==> src/hdl/tesa_pkg.sv <==
// tesa_pkg: shared types and constants for the two-ended stack allocator.
// Holds function, status and placement codes and the step record passed between stages.
// No dependencies.
package tesa_pkg;

   localparam int unsigned OFFS_W       = 32;
   // alignments must be powers of two, padding is done by masking
   localparam int unsigned PERM_ALIGN   = 64;
   localparam int unsigned TEMP_ALIGN   = 8;
   localparam int unsigned HEADER_BYTES = 16;
   localparam logic [OFFS_W-1:0] HUNK_RESET = 32'd67108864;

   typedef enum logic [2:0] {
      FN_ALLOC_PERM = 3'd0,
      FN_ALLOC_TEMP = 3'd1,
      FN_FREE_TEMP  = 3'd2,
      FN_CLEAR_TEMP = 3'd3,
      FN_SET_MARK   = 3'd4,
      FN_CLEAR_MARK = 3'd5,
      FN_CLEAR_ALL  = 3'd6,
      FN_NOP        = 3'd7
   } func_type;

   typedef enum logic [1:0] {
      ST_OK        = 2'd0,
      ST_NO_ROOM   = 2'd1,
      ST_ZERO_SIZE = 2'd2,
      ST_NOT_LAST  = 2'd3
   } status_type;

   typedef enum logic [1:0] {
      PL_EITHER     = 2'd0,
      PL_LOW        = 2'd1,
      PL_HIGH       = 2'd2,
      PL_EITHER_ALT = 2'd3
   } place_type;

   // result of one step plus a snapshot of the offsets after it
   typedef struct packed {
      status_type        status;
      logic [OFFS_W-1:0] grant_offset;
      logic [OFFS_W-1:0] granted_size;
      logic [OFFS_W-1:0] low_perm;
      logic [OFFS_W-1:0] low_temp;
      logic [OFFS_W-1:0] high_perm;
      logic [OFFS_W-1:0] high_temp;
      logic              mark_set;
      logic              perm_on_low;
   } step_type;

endpackage

==> src/hdl/tesa_core.sv <==
// tesa_core: offset registers of both ends and the combinational step logic.
// Also holds the region size register. Depends on tesa_pkg.
module tesa_core
   import tesa_pkg::*;
(
   input  logic              clock,
   input  logic              reset,
   input  logic              csr_wen,
   input  logic [OFFS_W-1:0] csr_wdata,
   input  logic              fire,
   input  func_type          func,
   input  logic [OFFS_W-1:0] req_size,
   input  place_type         placement,
   input  logic [OFFS_W-1:0] block_offset,
   input  logic [OFFS_W-1:0] block_size,
   output step_type          step,
   output logic [OFFS_W-1:0] hunk_size
);

   localparam logic [32:0] PMASK = 33'(PERM_ALIGN - 1);
   localparam logic [32:0] TMASK = 33'(TEMP_ALIGN - 1);

   logic [OFFS_W-1:0] hunk_ff;
   logic [OFFS_W-1:0] lm_ff, lp_ff, lt_ff, lhw_ff, hm_ff, hp_ff, ht_ff, hhw_ff;
   logic [OFFS_W-1:0] lm_in, lp_in, lt_in, lhw_in, hm_in, hp_in, ht_in, hhw_in;
   logic              pbl_ff, pbl_in;

   logic              tend_clear, slack_gt, swap_ok, do_swap;
   logic [33:0]       slack_low, slack_high;
   logic [32:0]       perm_sz, lp_sum, hp_sum;
   logic [33:0]       temp_sz, perm_need, need_th, need_tl, lt_sum, ht_sum;
   logic              perm_fit, temp_fit;
   logic [OFFS_W-1:0] t_cur, pt_cur, in_use, hdr;
   logic [34:0]       want;
   logic              free_ok;

   always_comb begin
      tend_clear = pbl_ff ? (ht_ff == hp_ff) : (lt_ff == lp_ff);
      slack_low  = {2'b00, lhw_ff} - {2'b00, lp_ff};
      slack_high = {2'b00, hhw_ff} - {2'b00, hp_ff};
      // temp end must beat the permanent end on high-water slack
      slack_gt   = pbl_ff ? ($signed(slack_high) > $signed(slack_low))
                          : ($signed(slack_low) > $signed(slack_high));
      swap_ok    = tend_clear && slack_gt;

      perm_sz    = ({1'b0, req_size} + PMASK) & ~PMASK;
      temp_sz    = {1'b0, (({1'b0, req_size} + TMASK) & ~TMASK)} + 34'(HEADER_BYTES);
      perm_need  = {2'b00, lt_ff} + {2'b00, ht_ff} + {1'b0, perm_sz};
      perm_fit   = perm_need <= {2'b00, hunk_ff};
      // both possible bank orders, the swap only selects
      need_th    = {2'b00, ht_ff} + {2'b00, lp_ff} + temp_sz;
      need_tl    = {2'b00, lt_ff} + {2'b00, hp_ff} + temp_sz;
      lp_sum     = {1'b0, lp_ff} + perm_sz;
      hp_sum     = {1'b0, hp_ff} + perm_sz;
      lt_sum     = {2'b00, lt_ff} + temp_sz;
      ht_sum     = {2'b00, ht_ff} + temp_sz;

      t_cur      = pbl_ff ? ht_ff : lt_ff;
      pt_cur     = pbl_ff ? hp_ff : lp_ff;
      in_use     = t_cur - pt_cur;
      want       = pbl_ff ? ({3'b000, hunk_ff} - {3'b000, t_cur} + 35'(HEADER_BYTES))
                          : ({3'b000, t_cur} - {3'b000, block_size} + 35'(HEADER_BYTES));
      free_ok    = (t_cur >= pt_cur) && (block_size <= in_use)
                   && (want == {3'b000, block_offset});

      do_swap  = 1'b0;
      temp_fit = 1'b0;
      hdr      = '0;
      lm_in = lm_ff;  lp_in = lp_ff;  lt_in = lt_ff;  lhw_in = lhw_ff;
      hm_in = hm_ff;  hp_in = hp_ff;  ht_in = ht_ff;  hhw_in = hhw_ff;
      step.status       = ST_OK;
      step.grant_offset = '0;
      step.granted_size = '0;

      unique case (func)
         FN_ALLOC_PERM: begin
            if (req_size == '0) begin
               step.status = ST_ZERO_SIZE;
            end else begin
               do_swap = swap_ok && ((placement == PL_EITHER) || (placement == PL_EITHER_ALT)
                         || ((placement == PL_LOW) && !pbl_ff)
                         || ((placement == PL_HIGH) && pbl_ff));
               if (!perm_fit) begin
                  step.status = ST_NO_ROOM;
               end else if (pbl_ff ^ do_swap) begin
                  step.grant_offset = lp_ff;
                  lp_in = lp_sum[OFFS_W-1:0];
                  lt_in = lp_sum[OFFS_W-1:0];
                  step.granted_size = perm_sz[OFFS_W-1:0];
               end else begin
                  hp_in = hp_sum[OFFS_W-1:0];
                  ht_in = hp_sum[OFFS_W-1:0];
                  step.grant_offset = hunk_ff - hp_sum[OFFS_W-1:0];
                  step.granted_size = perm_sz[OFFS_W-1:0];
               end
            end
         end
         FN_ALLOC_TEMP: begin
            do_swap  = swap_ok;
            temp_fit = (pbl_ff ^ do_swap) ? (need_th <= {2'b00, hunk_ff})
                                          : (need_tl <= {2'b00, hunk_ff});
            if (!temp_fit) begin
               step.status = ST_NO_ROOM;
            end else if (pbl_ff ^ do_swap) begin
               ht_in = ht_sum[OFFS_W-1:0];
               hdr   = hunk_ff - ht_sum[OFFS_W-1:0];
               if (ht_sum[OFFS_W-1:0] > hhw_ff) hhw_in = ht_sum[OFFS_W-1:0];
               step.grant_offset = hdr + OFFS_W'(HEADER_BYTES);
               step.granted_size = temp_sz[OFFS_W-1:0];
            end else begin
               hdr   = lt_ff;
               lt_in = lt_sum[OFFS_W-1:0];
               if (lt_sum[OFFS_W-1:0] > lhw_ff) lhw_in = lt_sum[OFFS_W-1:0];
               step.grant_offset = hdr + OFFS_W'(HEADER_BYTES);
               step.granted_size = temp_sz[OFFS_W-1:0];
            end
         end
         FN_FREE_TEMP: begin
            if (!free_ok) begin
               step.status = ST_NOT_LAST;
            end else if (pbl_ff) begin
               ht_in = ht_ff - block_size;
            end else begin
               lt_in = lt_ff - block_size;
            end
         end
         FN_CLEAR_TEMP: begin
            if (pbl_ff) ht_in = hp_ff;
            else        lt_in = lp_ff;
         end
         FN_SET_MARK: begin
            lm_in = lp_ff;
            hm_in = hp_ff;
         end
         FN_CLEAR_MARK: begin
            lp_in = lm_ff;  lt_in = lm_ff;
            hp_in = hm_ff;  ht_in = hm_ff;
         end
         FN_CLEAR_ALL: begin
            lm_in = '0;  lp_in = '0;  lt_in = '0;  lhw_in = '0;
            hm_in = '0;  hp_in = '0;  ht_in = '0;  hhw_in = '0;
         end
         FN_NOP: begin
         end
      endcase

      pbl_in = (func == FN_CLEAR_ALL) ? 1'b1 : (pbl_ff ^ do_swap);

      step.low_perm    = lp_in;
      step.low_temp    = lt_in;
      step.high_perm   = hp_in;
      step.high_temp   = ht_in;
      step.mark_set    = (lm_in != '0) || (hm_in != '0);
      step.perm_on_low = pbl_in;
   end

   always_ff @(posedge clock) begin
      if (reset) begin
         hunk_ff <= HUNK_RESET;
      end else if (csr_wen) begin
         hunk_ff <= csr_wdata;
      end
   end

   always_ff @(posedge clock) begin
      if (reset) begin
         lm_ff  <= '0;  lp_ff <= '0;  lt_ff <= '0;  lhw_ff <= '0;
         hm_ff  <= '0;  hp_ff <= '0;  ht_ff <= '0;  hhw_ff <= '0;
         pbl_ff <= 1'b1;
      end else if (fire) begin
         lm_ff  <= lm_in;  lp_ff <= lp_in;  lt_ff <= lt_in;  lhw_ff <= lhw_in;
         hm_ff  <= hm_in;  hp_ff <= hp_in;  ht_ff <= ht_in;  hhw_ff <= hhw_in;
         pbl_ff <= pbl_in;
      end
   end

   assign hunk_size = hunk_ff;

endmodule

==> src/hdl/tesa_report.sv <==
// tesa_report: derives bytes remaining and the temp-clear flag from a step snapshot.
// Depends on tesa_pkg.
module tesa_report
   import tesa_pkg::*;
(
   input  step_type          step,
   input  logic [OFFS_W-1:0] hunk_size,
   output logic [OFFS_W-1:0] bytes_left,
   output logic              temp_clear
);

   logic [OFFS_W-1:0] lo_top, hi_top;
   logic [OFFS_W:0]   used;

   always_comb begin
      lo_top = (step.low_perm > step.low_temp) ? step.low_perm : step.low_temp;
      hi_top = (step.high_perm > step.high_temp) ? step.high_perm : step.high_temp;
      used   = {1'b0, lo_top} + {1'b0, hi_top};
      // saturate when the region was shrunk below its usage
      bytes_left = (used > {1'b0, hunk_size}) ? '0 : (hunk_size - used[OFFS_W-1:0]);
      temp_clear = step.perm_on_low ? (step.high_temp == step.high_perm)
                                    : (step.low_temp == step.low_perm);
   end

endmodule

==> src/hdl/two_ended_stack_allocator.sv <==
// two_ended_stack_allocator: a request goes through the input, step result and output registers to a valid result.
// Throughput is one item per cycle while the response channel does not stall; the offset registers
// are read and updated once per item as it fires, so each item sees the state the previous one left.
// Synchronous active-high reset clears all offsets and marks, selects the low end for
// permanent blocks and loads a region size of 64 MiB; pipeline stages come up empty.
// Depends on tesa_pkg, tesa_core and tesa_report.
module two_ended_stack_allocator
   import tesa_pkg::*;
(
   input  logic               clock,
   input  logic               reset,
   // request channel
   input  logic               req_tvalid,
   output logic               req_tready,
   input  logic [103:0]       req_tdata,  // req_size[31:0], placement[33:32],
                                          // block_offset[65:34], block_size[97:66], zero pad
   input  logic [2:0]         req_tuser,  // func[2:0]
   // response channel
   output logic               rsp_tvalid,
   input  logic               rsp_tready,
   output logic [103:0]       rsp_tdata,  // grant_offset[31:0], granted_size[63:32],
                                          // bytes_left[95:64], temp_clear[96], mark_set[97],
                                          // perm_on_low[98], zero pad
   output logic [1:0]         rsp_tuser,  // status[1:0]
   // configuration
   input  logic               csr_wen,
   input  logic [OFFS_W-1:0]  csr_wdata
);

   logic              s0_v_ff, s1_v_ff, s2_v_ff;
   func_type          func_ff;
   logic [OFFS_W-1:0] req_size_ff, block_offset_ff, block_size_ff;
   place_type         placement_ff;
   step_type          s1_step_ff;
   step_type          step_in;
   logic [OFFS_W-1:0] hunk_size;
   logic [OFFS_W-1:0] bytes_left_in;
   logic              temp_clear_in;
   logic [103:0]      rsp_tdata_ff;
   status_type        rsp_status_ff;
   logic              s2_take, s1_take, fire;

   assign s2_take    = !s2_v_ff || rsp_tready;
   assign s1_take    = !s1_v_ff || s2_take;
   assign fire       = s0_v_ff && s1_take;
   assign req_tready = !s0_v_ff || s1_take;

   // input register
   always_ff @(posedge clock) begin
      if (reset) begin
         s0_v_ff <= 1'b0;
      end else if (req_tready) begin
         s0_v_ff <= req_tvalid;
      end
   end

   always_ff @(posedge clock) begin
      if (req_tvalid && req_tready) begin
         func_ff         <= func_type'(req_tuser);
         req_size_ff     <= req_tdata[31:0];
         placement_ff    <= place_type'(req_tdata[33:32]);
         block_offset_ff <= req_tdata[65:34];
         block_size_ff   <= req_tdata[97:66];
      end
   end

   tesa_core u_core (
      .clock        (clock),
      .reset        (reset),
      .csr_wen      (csr_wen),
      .csr_wdata    (csr_wdata),
      .fire         (fire),
      .func         (func_ff),
      .req_size     (req_size_ff),
      .placement    (placement_ff),
      .block_offset (block_offset_ff),
      .block_size   (block_size_ff),
      .step         (step_in),
      .hunk_size    (hunk_size)
   );

   // step result register
   always_ff @(posedge clock) begin
      if (reset) begin
         s1_v_ff <= 1'b0;
      end else if (s1_take) begin
         s1_v_ff <= fire;
      end
   end

   always_ff @(posedge clock) begin
      if (fire) s1_step_ff <= step_in;
   end

   tesa_report u_report (
      .step       (s1_step_ff),
      .hunk_size  (hunk_size),
      .bytes_left (bytes_left_in),
      .temp_clear (temp_clear_in)
   );

   // output register
   always_ff @(posedge clock) begin
      if (reset) begin
         s2_v_ff <= 1'b0;
      end else if (s2_take) begin
         s2_v_ff <= s1_v_ff;
      end
   end

   always_ff @(posedge clock) begin
      if (s2_take && s1_v_ff) begin
         rsp_status_ff <= s1_step_ff.status;
         rsp_tdata_ff  <= {5'b00000, s1_step_ff.perm_on_low, s1_step_ff.mark_set,
                           temp_clear_in, bytes_left_in, s1_step_ff.granted_size,
                           s1_step_ff.grant_offset};
      end
   end

   assign rsp_tvalid = s2_v_ff;
   assign rsp_tdata  = rsp_tdata_ff;
   assign rsp_tuser  = rsp_status_ff;

   // permanent end never holds temp blocks above its permanent top
   a_perm_end_flat: assert property (@(posedge clock) disable iff (reset)
      s1_v_ff |-> (s1_step_ff.perm_on_low ? (s1_step_ff.low_temp == s1_step_ff.low_perm)
                                          : (s1_step_ff.high_temp == s1_step_ff.high_perm)))
      else $error("permanent end temp top differs from its permanent top");

   // temp end stack never drops below its permanent top
   a_temp_end_order: assert property (@(posedge clock) disable iff (reset)
      s1_v_ff |-> (s1_step_ff.perm_on_low ? (s1_step_ff.high_temp >= s1_step_ff.high_perm)
                                          : (s1_step_ff.low_temp >= s1_step_ff.low_perm)))
      else $error("temp end top below its permanent top");

   // a refused step grants nothing
   a_refused_no_grant: assert property (@(posedge clock) disable iff (reset)
      (s1_v_ff && (s1_step_ff.status != ST_OK)) |->
         ((s1_step_ff.grant_offset == '0) && (s1_step_ff.granted_size == '0)))
      else $error("grant reported on a refused step");

   // pipeline comes up empty
   a_reset_empty: assert property (@(posedge clock)
      reset |=> (!rsp_tvalid && !s1_v_ff))
      else $error("pipeline not empty after reset");

endmodule

==> config.mk <==
export PLATFORM = sky130hd
export DESIGN_NAME = two_ended_stack_allocator
export DESIGN_NICKNAME = d
export VERILOG_FILES = /design/src/hdl/tesa_pkg.sv /design/src/hdl/tesa_core.sv /design/src/hdl/tesa_report.sv /design/src/hdl/two_ended_stack_allocator.sv
export SDC_FILE = /design/constraint.sdc
export NUM_CORES = 2
export LEC_CHECK = 0
export ABC_AREA = 0
export CAP_MARGIN = 30
export CORE_MARGIN = 5
export CORE_UTILIZATION = 40
export CTS_CLUSTER_SIZE = 30
export DETAILED_ROUTE_END_ITERATION = 8
export DONT_BUFFER_PORTS = 1
export HOLD_SLACK_MARGIN = 0.02
export SLEW_MARGIN = 40
export SYNTH_ARGS = -nofsm -noshare
export SYNTH_HDL_FRONTEND = slang
export SYNTH_SLANG_ARGS = --single-unit
==> constraint.sdc <==
create_clock -name clock -period 20.7 [get_ports clock]
set_clock_uncertainty 0.05 [all_clocks]
set_input_delay 2.07 -clock clock [delete_from_list [all_inputs] [get_ports clock]]
set_output_delay 2.07 -clock clock [all_outputs]
set_load 0.05 [all_outputs]
==> flow_metrics.tcl <==
set metrics [dict create \
    status "completed" \
    synth_cell_types 118 \
    synth_ff_type "edfxtp_1" \
    ir_drop_mv 0.0783 \
    cpPeakStageDelay_ps 780 \
    tightest_slew_ps 1060 \
    synth-seq-area-share_pct 24.2 \
    track_usage_pct 37.6 \
    grt_max_degree 273 \
    dieArea_um2 191000 \
    synthTopCellsByArea "edfxtp_1, ha_1, dfxtp_1" \
    rows 156 \
    die-height_um 437 \
    holdCritStartpoint "s1_step_ff[163]" \
    clock_sinks 684 \
    die_w_um 437 \
    cts-root-buf "clkbuf_16" \
    ant_nets 0 \
    drv_slew 0 \
    end_kind "register" \
    stdcell_count 11384 \
    finalCritPeriodShare_pct 58.6 \
    cts_buffers 89 \
    largest_register "s1_step_ff" \
    cts_setup_buffers 0 \
    max_cap_viol_count 0 \
    numPlacedInstances 11202 \
    final_nets 10089 \
    setup_tns_ps 0 \
    setup_viol 0 \
    critPathMostFrequentCell "o21ai_0" \
    netlist_area_um2 72900 \
    power_w 0.00636 \
    gp_congestion 1.06 \
    relSlewSlack_pct 28.4 \
    powerDensity_nw_per_um2 79.4 \
    finalHoldViolCount 0 \
    synth_top_area_share_pct 16.1 \
    syn2layout_area_growth_pct 9.83 \
    p_leak_nw 34.7 \
    critPathKind "reg2reg" \
    rr_worst_depth 36 \
    routed_wl_mm 376 \
    reg2reg_to "s1_step_ff[93]" \
    cts_max_path_buffers 3 \
    cp_slowest_cell "or4_4" \
    synth_cells 8945 \
    postCtsHoldBufs 0 \
    ys_seq_elements 684 \
    avgRoutedWirePerCell_um 33.0 \
    synth_top_cell_by_area "edfxtp_1" \
    num_vias 72497 \
    antenna_found_initial 20 \
    cts_htree_levels 3 \
    hold_end "rsp_tdata[1]" \
    io_buffers 0 \
    start_util_pct 40.3 \
    min_path_cells 0 \
    drive_gt1_share_pct 7.47 \
    path_max_fanout 32 \
    ctsResizeCount 0 \
    r2r_slack_ps 8570 \
    drtIter0Drc 9625 \
    clkLatencyLatePin_ps 800 \
    clk_pin_slew_ps 70 \
    rsz0062_at_grt "no" \
    critical-path-top-delay-family "compound AO/OA/AOI/OAI gates" \
    yosysWarnings 0 \
    place_hpwl_mm 309 \
    grt_pass1_wl_mm 508 \
    required_ps 21090 \
    vias_per_cell 6.37 \
    grt_pass1_vias 67512 \
    cp.buffers_inverters 6 \
    cts_tree "done" \
    drtPass1Iterations 9 \
    synth-async-reset-ratio_pct 0 \
    hp-class "reg2reg" \
    syn_avg_cell_area_um2 8.15 \
    layout_min_cycle_time_ps 12130 \
    core_um2 181000 \
    drc 0 \
    start_kind "register" \
    r2r-start "u_core.pbl_ff" \
    ios 252 \
    synth-edff-count 392 \
    clock.fmax_mhz 82.5 \
    hold_ws_ps 359 \
    critPathArrivalTime_ps 12520 \
    largest_register_ffs 193 \
    overflow 0 \
]
cells in the mapped netlist (all sizes together), types with 73 or more instances:
library cell    n
nand2         679
xnor2         393
dfxtp         292
o21a           90
nand2b         90
inv           839
o22ai          73
a31oi          73
clkbuf        297
mux2i         100
or3            78
a21oi         733
o21ai         471
nor2b         105
ha            918
xor2          229
fa            102
mux2           76
a211oi        132
edfxtp        392
a21o          256
nand4         197
nand3         233
nor3          285
buf            76
nor4           93
and3           85
nor2          679
cell usage in the layout (no fill, tap or decap), drive strengths merged, types with 90 or more instances in the layout:
cell	count
o21ai	471
o21a	90
nor4	93
edfxtp	392
nand2b	90
a21o	256
xor2	229
fa	102
a211oi	132
nand4	197
xnor2	393
nand2	679
nor2	679
nand3	233
inv	855
a21oi	733
nor3	285
nor2b	105
clkbuf	112
buf	253
ha	918
mux2i	100
dfxtp	292
how the worst max path moves through the flow:
stage,cells past startpoint,end,startpoint
finish,36,s1_step_ff[93],u_core.pbl_ff
global route,36,s1_step_ff[82],u_core.pbl_ff
CTS,36,s1_step_ff[93],u_core.pbl_ff
detailed placement,36,s1_step_ff[93],u_core.pbl_ff
global placement,33,s1_step_ff[30],u_core.pbl_ff
floorplan,42,s1_step_ff[95],u_core.pbl_ff
stage by stage:
stage	setup WS, ps	cell area, µm²	util [%]
final	8570	80100	44.2
after detailed placement	9040	76900	42.5
after global routing	8440	80000	44.2
after floorplan	10640	72900	-
after CTS	9020	80000	44.2
after global placement	8810	76600	42.3
where the power goes:
group / switching [W] / leakage, nW / internal (W) / total, W
Clock: 0.000743 / 1.47 / 0.000951 / 0.00169
Combinational: 0.00198 / 27.1 / 0.00104 / 0.00303
Sequential: 0.000113 / 6.12 / 0.00152 / 0.00164
Total: 0.00284 / 34.7 / 0.00352 / 0.00636
layout make-up:
type / instances / area [µm²]
Timing Repair Buffer: 255 / 1960
Sequential cell: 684 / 17600
Fill cell: 18075 / 101000
Multi-Input combinational cell: 7052 / 51200
Inverter: 843 / 3170
Clock buffer: 110 / 2390
Tap cell: 2370 / 2970
Antenna cell: 13 / 32.5
Clock inverter: 57 / 698
cell families after synthesis:
| family | synth area share, % |
|---|---|
| mux | 2.55 |
| other cells | 0.00514 |
| xor+xnor | 7.53 |
| flops | 24.2 |
| fa+ha+maj | 18.6 |
| buf+inv | 6.40 |
| simple gates | 18.1 |
| compound gates | 22.7 |
metal layers:
metal / global-route usage (%) / up-vias / wire [µm]
li1: - / 32510 / -
met2: 53.3 / 4080 / 149000
met3: 13.0 / 690 / 47500
met5: 0 / - / 49
met1: 49.0 / 35211 / 151000
met4: 22.7 / 6 / 28000
Note: power is estimated with default switching activity, not from simulation.
